===== src/rtl/sst_pkg.sv =====
// shared constants, types and state codes of the sorted set span tracker
package sst_pkg;

    // field and register widths
    localparam int DATA_W          = 32;
    localparam int CNT_W           = 7;
    localparam int CAP_W           = 7;
    localparam int ADDR_W          = 3;
    localparam int PDATA_W         = 32;
    localparam int MAX_ENTRIES_DEF = 64;

    // register index of capacity in the config address space
    localparam logic REG_CAPACITY = 1'b0;

    // command codes
    localparam logic CMD_ADD   = 1'b0;
    localparam logic CMD_QUERY = 1'b1;

    // status codes
    localparam logic STATUS_OK   = 1'b0;
    localparam logic STATUS_FULL = 1'b1;

    typedef enum logic [1:0] {
        ST_IDLE,
        ST_SHIFT,
        ST_REPORT
    } sst_state_t;

    // what one cell hands to its right neighbor
    typedef struct packed {
        logic [DATA_W-1:0] value;
        logic              occ;
        logic              take;
    } sst_link_t;

    // strobes broadcast to every cell
    typedef struct packed {
        logic capture;
        logic shift;
    } sst_ctrl_t;

endpackage


===== src/rtl/sst_ctrl.sv =====
// sequencer: beat acceptance, shift strobe and result register handoff
module sst_ctrl
    import sst_pkg::*;
(
    input  logic      clk,
    input  logic      rst_n,
    input  logic      in_valid,
    output logic      in_ready,
    input  logic      out_ready,
    input  logic      out_valid_cur,
    input  logic      add_ok,
    output sst_ctrl_t ctrl,
    output logic      load_out
);

    sst_state_t state_reg;
    sst_state_t state_next;
    logic       slot_free;

    // state register
    always_ff @(posedge clk or negedge rst_n)
    begin
        if (!rst_n)
        begin
            state_reg <= ST_IDLE;
        end
        else
        begin
            state_reg <= state_next;
        end
    end

    // next state and strobes
    always_comb
    begin
        slot_free    = !out_valid_cur || out_ready;
        state_next   = state_reg;
        in_ready     = 1'b0;
        load_out     = 1'b0;
        ctrl.shift   = 1'b0;
        case (state_reg)
            ST_IDLE:
            begin
                in_ready = 1'b1;
                if (in_valid)
                begin
                    state_next = ST_SHIFT;
                end
            end
            ST_SHIFT:
            begin
                ctrl.shift = add_ok;
                state_next = ST_REPORT;
            end
            ST_REPORT:
            begin
                load_out = slot_free;
                in_ready = slot_free;
                if (slot_free)
                begin
                    state_next = in_valid ? ST_SHIFT : ST_IDLE;
                end
            end
            default:
            begin
                state_next = ST_IDLE;
            end
        endcase
        ctrl.capture = in_valid && in_ready;
    end

endmodule


===== config.mk =====
export PLATFORM = sky130hd
export DESIGN_NAME = sst_ctrl
export DESIGN_NICKNAME = d
export VERILOG_FILES = /design/src/rtl/sst_pkg.sv /design/src/rtl/sst_ctrl.sv
export SDC_FILE = /design/constraint.sdc
export NUM_CORES = 1
export LEC_CHECK = 0
export BUFFER_PORTS_ARGS = -buffer_cell sky130_fd_sc_hd__buf_2
export CAP_MARGIN = 20
export CORE_AREA = 5 5 42 44
export CTS_CLUSTER_SIZE = 40
export DETAILED_ROUTE_END_ITERATION = 10
export DIE_AREA = 0 0 47 49
export GPL_ROUTABILITY_DRIVEN = 0
export PLACE_DENSITY = 0.3
export SLEW_MARGIN = 30
export SYNTH_ARGS = -nofsm -noshare
export SYNTH_HDL_FRONTEND = slang
export SYNTH_SLANG_ARGS = --single-unit

===== constraint.sdc =====
create_clock -name clk -period 0.8 [get_ports clk]
set_input_delay 0 -clock clk [delete_from_list [all_inputs] [get_ports clk]]
set_output_delay 0 -clock clk [all_outputs]
set_load 0.01 [all_outputs]

==> run metrics <==
Leakage between 0.1 and 0.15 nW; Via density 3.413; initial antenna violation count 0; wire per inst 8.761 µm; critical path buffer and inverter count 1; ant diodes 0; Post-Route WL a little over 400 µm; Final WS setup -0.2271 ns; Max Cap Viol 0; top cells by instance count after synthesis 4 x nand2b_1, 3 x a21oi_1, 2 x dfrtp_1, 2 x nor2_1; Yosys cell types 7; Worst-Margin Slew approximately 0.15 ns; Syn. warnings 0; crit end category output pin; mapped cell area between 100 and 150 µm²; Routed Antenna Nets 0; Worst-Skew Late Latency between 0.2 and 0.25 ns; Post-synth EDFFs 0; f_max between 0.9 and 1 GHz; Die Area between 0.002 and 0.0025 mm²; Root Buffer clkbuf_4; CP delay by family, top flip-flops; die height between 40 and 50 µm; drt first pass iters 3; post-synth top area share approximately two fifths; Post-Layout Inst Area 271.5 µm²; Worst Hold Launch out_valid_cur; Horiz. Die Dim roughly 47 µm; Num Clock Sinks 2; CP Launch Type flop; worst vdd ir 594.7 µV; Syn Area/Cell ~8.6 µm²; row count 14; CP Data Arrival Time roughly 1.0 ns; drt drc 0; # nets final 38; Syn Nets 20; R2R depth 3; Vias about 160; largest net degree at the start of global routing 5; layout overhead on the synthesized area 126.0%; Mapped Cells 14; failing checks setup timing; fill count 170; Hold Path End state_reg[1]; RSZ-0062 raised after global routing true; placed cell area about 190 µm²; Max Root-Sink Buffers 2; minimum clock period around 1.0 ns; Power Dens Cells 1827 mW/mm²; CTS buffer count 3; setup violators final 5; Cells after DPL 40; initial core utilization between 8 and 9%; Overall Global Routing Usage under 10%; crit path kind flop to output pin; Hold Crit Class input pin to flop; I/O Pins 10; H-tree Lvls 1; status finished, violations left; sequential share of the synthesized area 41.67%; DRT iter0 DRCs 1; reg-to-reg critical path endpoint state_reg[0]; fin. max-slew vios 0; placeable core area 0.001401 mm²; Synth area leaders dfrtp_1 42%, nand2b_1 21%, a21oi_1 13%; Post-Layout Cell Count 46; final hold vios 0; crit-path cells nand2b_4 -> a21oi_2 -> buf_2; largest area contributor in the netlist dfrtp_1; Hold Crit Depth 3; ys flop type dfrtp_1; CTS tree built; Async SR Flop Fraction 100.0%; most common cell in the netlist nand2b_1; grt total ovfl 0; CTS clk-pin slew, worst paths approximately 0.030 ns; Setup Skew 0.0005875 ns; HPWL after DPL approximately 300 µm; vias in the first global route between 150 and 200; crit share post-route 128.4%; global-route wire length before repair ~660 µm; max FFs per register 2; Slew Limit Headroom 89.87%; Critical Path RT about 0.8 ns; R2R setup slack -0.05 ns; port bufs 9; layout cells sized above 1 roughly 73%; worst r2r src state_reg[0]; Synth Register Bits 2; Slowest cell on crit path dfrtp_2; CP max FO 4; slowest stage delay, CP 0.41 ns
final cells by class:
| class | instances | area [µm²] | share of cell area [%] |
|---|---|---|---|
| Tap cell | 16 | 20.02 | 7.373 |
| Clock buffer | 3 | 22.52 | 8.295 |
| Timing Repair Buffer | 13 | 81.33 | 29.95 |
| Multi-Input combinational cell | 11 | 92.59 | 34.10 |
| Sequential cell | 2 | 51.30 | 18.89 |
| Inverter | 1 | 3.754 | 1.382 |
per-stage QoR:
| step | hold slack, ns | total power, mW | setup slack [ns] | setup TNS, ns | util, % |
|---|---|---|---|---|---|
| after global routing | 0.05820 | 0.5352 | -0.2870 | -1.180 | 19.38 |
| after detailed placement | -0.2119 | 0.2177 | -0.01813 | -0.01813 | 13.75 |
| after global placement | -0.2153 | 0.2177 | 0.008441 | 0 | 13.75 |
| after floorplan | -0.2956 | 0.1677 | 0.07178 | 0 | - |
| final | 0.04996 | 0.4961 | -0.2271 | -0.9096 | 19.38 |
| after CTS | 0.01715 | 0.4885 | -0.2420 | -0.9117 | 17.41 |
cell families (layout without fill, tap and decap cells):
| kind of cell | after synthesis | count (layout) | synth area share [%] |
|---|---|---|---|
| and+or+nand+nor | 7 | 7 | 38.54 |
| AOI/OAI and AO/OA | 4 | 4 | 16.66 |
| DFF | 2 | 2 | 41.67 |
| buffers and inverters | 1 | 17 | 3.122 |
tightest hold or removal path, delay by kind of cell:
kind                   cells  cell delay (ns)
AO/OA/AOI/OAI              1             0.07
buffers and inverters      1             0.10
AND/OR/NAND/NOR            1             0.06
power breakdown:
group | internal (mW) | switching [mW]
clock network | 0.166 | 0.0649
logic | 0.0803 | 0.0598
registers | 0.114 | 0.0112
cells in the final DEF, fill, tap and decap left out:
cell type      instances
dlygate4sd3_1          1
clkbuf_4               3
nor2b_4                1
dfrtp_2                1
buf_2                  9
inv_1                  1
dfrtp_1                1
nor2_1                 2
nand2b_1               2
o21ai_1                1
a21oi_2                3
buf_6                  1
buf_4                  2
nand2b_4               2
layer usage:
metal  GRT usage (%)  routed length (µm)  up-vias
met5               0                   0        -
met3           2.952                  46        2
met1           5.252                 192       65
met4           4.147                  11        0
li1                -                   -       80
met2           4.299                 152       10
how the worst max path moves through the flow:
stage	start	endpoint	slack [ns]	depth (start not counted)
floorplan	state_reg[0]	ctrl[1]	0.07	2
global placement	state_reg[0]	ctrl[1]	0.008	3
detailed placement	state_reg[0]	ctrl[1]	-0.02	3
CTS	state_reg[0]	ctrl[1]	-0.24	3
global route	state_reg[0]	load_out	-0.29	3
finish	state_reg[0]	ctrl[1]	-0.23	3
what timing repair did:
action / 4_1_cts / 5_1_grt
hold buffers: 1 / 0
endpoints found under the hold margin: 2 / 0
setup buffers: 0 / 2
pin swaps: 0 / 0
setup endpoints to repair: 4 / 5
gates resized for setup: 4 / 3
Power figures use the tool's default switching activity.
