<file path="src/rtl/sst_pkg.sv">
// shared constants, types and state codes of the sorted set span tracker
package sst_pkg;

    // field and register widths
    localparam int DATA_W          = 32;
    localparam int CNT_W           = 7;
    localparam int CAP_W           = 7;
    localparam int ADDR_W          = 3;
    localparam int PDATA_W         = 32;
    localparam int MAX_ENTRIES_DEF = 64;

    // register index of capacity in the config address space
    localparam logic REG_CAPACITY = 1'b0;

    // command codes
    localparam logic CMD_ADD   = 1'b0;
    localparam logic CMD_QUERY = 1'b1;

    // status codes
    localparam logic STATUS_OK   = 1'b0;
    localparam logic STATUS_FULL = 1'b1;

    typedef enum logic [1:0] {
        ST_IDLE,
        ST_SHIFT,
        ST_REPORT
    } sst_state_t;

    // what one cell hands to its right neighbor
    typedef struct packed {
        logic [DATA_W-1:0] value;
        logic              occ;
        logic              take;
    } sst_link_t;

    // strobes broadcast to every cell
    typedef struct packed {
        logic capture;
        logic shift;
    } sst_ctrl_t;

endpackage

</file>
<file path="src/rtl/sst_cell.sv">
// one slot of the sorted chain: holds a value, decides its insert role, shifts right
module sst_cell
    import sst_pkg::*;
(
    input  logic              clk,
    input  logic              rst_n,
    input  sst_ctrl_t         ctrl,
    input  logic [DATA_W-1:0] cmp_value,
    input  logic [DATA_W-1:0] ins_value,
    input  sst_link_t         left,
    output sst_link_t         right,
    output logic [DATA_W-1:0] gap_cand
);

    logic [DATA_W-1:0] value_reg;
    logic              occ_reg;
    logic              take_reg;
    logic              take_next;
    logic              point;
    logic [DATA_W-1:0] left_gap;
    logic [DATA_W-1:0] right_gap;

    // slot belongs at or after the insert point: empty or strictly greater
    assign take_next = !occ_reg || ($signed(value_reg) > $signed(cmp_value));

    // first taking slot is where the new value lands
    assign point = take_reg && !left.take;

    // neighbor gaps around the new value, all ones when the neighbor is absent
    always_comb
    begin
        left_gap  = left.occ ? (ins_value - left.value) : {DATA_W{1'b1}};
        right_gap = occ_reg ? (value_reg - ins_value) : {DATA_W{1'b1}};
        if (!point)
        begin
            gap_cand = '0;
        end
        else if (left_gap < right_gap)
        begin
            gap_cand = left_gap;
        end
        else
        begin
            gap_cand = right_gap;
        end
    end

    // control state
    always_ff @(posedge clk or negedge rst_n)
    begin
        if (!rst_n)
        begin
            occ_reg  <= 1'b0;
            take_reg <= 1'b0;
        end
        else
        begin
            if (ctrl.capture)
            begin
                take_reg <= take_next;
            end
            if (ctrl.shift && take_reg)
            begin
                occ_reg <= left.take ? left.occ : 1'b1;
            end
        end
    end

    // payload: shift in from the left or load the new value
    always_ff @(posedge clk)
    begin
        if (ctrl.shift && take_reg)
        begin
            value_reg <= left.take ? left.value : ins_value;
        end
    end

    assign right.value = value_reg;
    assign right.occ   = occ_reg;
    assign right.take  = take_reg;

endmodule

</file>
<file path="config.mk">
export PLATFORM = sky130hd
export DESIGN_NAME = sst_cell
export DESIGN_NICKNAME = d
export VERILOG_FILES = /design/src/rtl/sst_pkg.sv /design/src/rtl/sst_cell.sv
export SDC_FILE = /design/constraint.sdc
export NUM_CORES = 1
export LEC_CHECK = 0
export BUFFER_PORTS_ARGS = -buffer_cell sky130_fd_sc_hd__buf_2
export CAP_MARGIN = 10
export CORE_AREA = 2 2 116 118
export DETAILED_ROUTE_END_ITERATION = 8
export DIE_AREA = 0 0 118 120
export PLACE_DENSITY = 0.81
export SYNTH_ARGS = -nofsm -noshare
export SYNTH_HDL_FRONTEND = slang
export SYNTH_SLANG_ARGS = --single-unit
</file>
<file path="constraint.sdc">
create_clock -name clk -period 9.8 [get_ports clk]
set_input_delay 2.45 -clock clk [delete_from_list [all_inputs] [get_ports clk]]
set_output_delay 2.45 -clock clk [all_outputs]
set_load 0.01 [all_outputs]
</file>
==> metrics.csv <==
metric,value,unit
Setup Viol. Count Final,0,
Synth area leaders,"ha_1 (22%), edfxtp_1 (14%), a21oi_1 (6.4%)",
CP endpoint kind,output port,
Setup CP Type,in -> out,
core area,12980,µm²
CP required,7.35,ns
max-slew violation count,0,
"area leader, netlist",ha_1,
vias,7458,
post-route setup TNS,0,ns
total routed wirelength,20900,µm
cell count of the worst hold path,2,
number of fill cells in the layout,1201,
Post-Syn Nets,1184,
Layout Nets,1334,
Hold WC Path Type,reg -> reg,
Worst Setup SP,ins_value[14],
global-route wire length before repair,33240,µm
flop2flop setup slack,7.01,ns
r2r startpoint,value_reg[9],
Synth top area share,0.2219,
Clock Latency Late Sink,0.30,ns
layout cell share with drive strength beyond 1,0.1781,
reg-to-reg critical path endpoint,take_reg,
CTS tree,yes,
ys flop type,edfxtp_1,
initial core utilization,0.5430,
#FFs+latches synth,34,
largest net degree at the start of global routing,67,
total CTS buffers,5,
HPWL Detailed,16900,µm
Root Buffer,clkbuf_16,
period utilisation layout,0.9662,
Crit Path Max Fanout,15,
Cell Rows,42,
maxcap violations,0,
fmax,105.6,MHz
Mapped Cells,955,
internal power,590.8,µW
P_sw,528.7,µW
Max VDD drop,0.07273,mV
postcts setup bufs,0,
Static Leak,0.004231,µW
Routed Antenna Nets,0,
"most common cell after layout, fill and taps aside",buf_2,
Antenna Diode Count,0,
crit path DAT,7.02,ns
number of global-route vias before repair,6826,
clock sink total,34,
Congestion Overflow GR,0,
RSZ-0062 raised after global routing,false,
Reg power frac,0.176,
Comb power frac,0.673,
"Distinct cells, synth",61,
Chip Height,120,µm
Ys Warns,0,
pwr/cell area,136.2,nW/µm²
First-pass DRT Iterations,6,
syn_area_per_cell,7.380,µm²
outcome,completed,
CP endpoint,gap_cand[15],
Startpoint Class,primary input,
I/O Buffers,167,
reg2reg path depth,10,
area growth from synthesis to layout,16.58,%
Die X,118,µm
antenna violations before repair,0,
Largest register FFs,32,
clk slew on worst S/H paths,0.06,ns
GRT Resource Usage Total,0.2896,
Syn Std Cell Area,7048,µm²
DRC Markers,0,
skew final,0.004721,ns
Sw Share,0.4723,
number of synthesized flops with an enable pin,32,
min cycle time layout,9.469,ns
DR WL/cell,16.30,µm
maximum clock path buffer count,2,
sequential share of the synthesized area,0.1434,
most frequent cells in the layout,"buf_2 (167), ha_1 (125), inv_1 (109)",
Clk pwr share,0.151,
die area,14160,µm²
asr flop ratio synth,0.05882,
Final Hold Fails,0,
Via density,5.817,
Hold WS,0.6014,ns
Starting DRT DRC Count,614,
cts hold-fix bufs,0,
actual slew at the worst max-slew pin,1.188,ns
max_slew headroom,0.2082,
H-Tree Level Count,2,
I/O pins,168,
Placer Congestion,1.021,
==> per-stage QoR <==
| step | instances | util | instance area [µm²] | total power, µW | setup slack, ns |
|---|---|---|---|---|---|
| 2_1_floorplan | 955 | - | 7048 | 713.0 | 0.9918 |
| 3_3_place_gp | 1274 | 0.6200 | 8048 | 920.8 | 0.2553 |
| 3_5_place_dp | 1274 | 0.6200 | 8048 | 931.3 | 0.1036 |
| 4_1_cts | 1282 | 0.6314 | 8195 | 1104 | 0.1031 |
| 5_1_grt | 1282 | 0.6330 | 8217 | 1208 | 0.01204 |
| 6_report | 1282 | 0.6330 | 8217 | 1119 | 0.3310 |
==> Yosys cell counts (all sizes together), types with 6 or more instances <==
| cell | count |
|---|---|
| nand4 | 16 |
| nand2b | 11 |
| a211oi | 26 |
| o21bai | 8 |
| o211ai | 8 |
| edfxtp | 32 |
| nor2b | 12 |
| and3 | 7 |
| xnor2 | 34 |
| nor2 | 56 |
| clkbuf | 28 |
| o21a | 11 |
| a21boi | 7 |
| and2 | 31 |
| a21o | 46 |
| and4 | 6 |
| ha | 125 |
| nand3 | 13 |
| inv | 109 |
| nand2 | 105 |
| a21oi | 91 |
| xor2 | 21 |
| o21ai | 76 |
==> critical path, cell delays in order <==
cell and delay (ns):
buf_2 0.10, ha_1 0.39, a21oi_1 0.22, o21ai_0 0.20
a2111oi_2 0.43, nand3b_1 0.19, a311oi_2 0.28, o21ai_1 0.20
o22ai_1 0.20, xor2_1 0.23, nand2_1 0.08, ha_1 0.34
a21o_1 0.16, a21o_1 0.16, a21oi_1 0.13, o21ai_0 0.09
a21oi_1 0.21, o21ai_4 0.14, buf_4 0.21, a211oi_1 0.37
buf_2 0.21
==> final cells by class <==
cell class              count  area, µm²  area share
well taps                 176      220.2     0.02680
multi-input cells         779       5525      0.6725
clock buffers               7      142.6     0.01736
clock inverters             1      5.005   0.0006091
inverters                 109      409.1     0.04979
flip-flops and latches     34       1011      0.1230
repair buffers            176      903.4      0.1099
==> power groups by stage <==
stage               sequential [µW]  combinational, µW  clock (µW)
global route                    199                833         176
floorplan                       198                515           0
detailed placement              200                732           0
global placement                200                721           0
CTS                             197                737         171
finish                          197                753         169
==> cell families (layout without fill, tap and decap cells) <==
| family | after synthesis | in the layout | synth area share |
|---|---|---|---|
| AO/OA/AOI/OAI | 318 | 318 | 0.2897 |
| XOR/XNOR | 55 | 55 | 0.06835 |
| adder cells (fa/ha/maj) | 127 | 127 | 0.2276 |
| buffers and inverters | 142 | 293 | 0.07722 |
| flip-flops | 34 | 34 | 0.1434 |
| multiplexers | 4 | 4 | 0.005858 |
| AND/OR/NAND/NOR | 275 | 275 | 0.1878 |
==> routing by layer <==
layer / share of wire / routed length, µm / global-route usage
met3: 0.064 / 1343 / 0.03992
met5: 0 / 0 / 0
met4: 0.025 / 518 / 0.08961
met1: 0.46 / 9601 / 0.3955
met2: 0.45 / 9439 / 0.4746
==> worst min-delay path by stage <==
stage | start | end
2_1_floorplan | take_reg | take_reg
3_3_place_gp | take_reg | take_reg
3_5_place_dp | take_reg | take_reg
4_1_cts | take_reg | take_reg
5_1_grt | take_reg | take_reg
6_report | take_reg | take_reg
==> what timing repair did <==
action,in CTS,in global routing
endpoints found under the hold margin,0,0
resized for setup,0,7
endpoints found under the setup margin,0,31
Power figures use the tool's default switching activity.
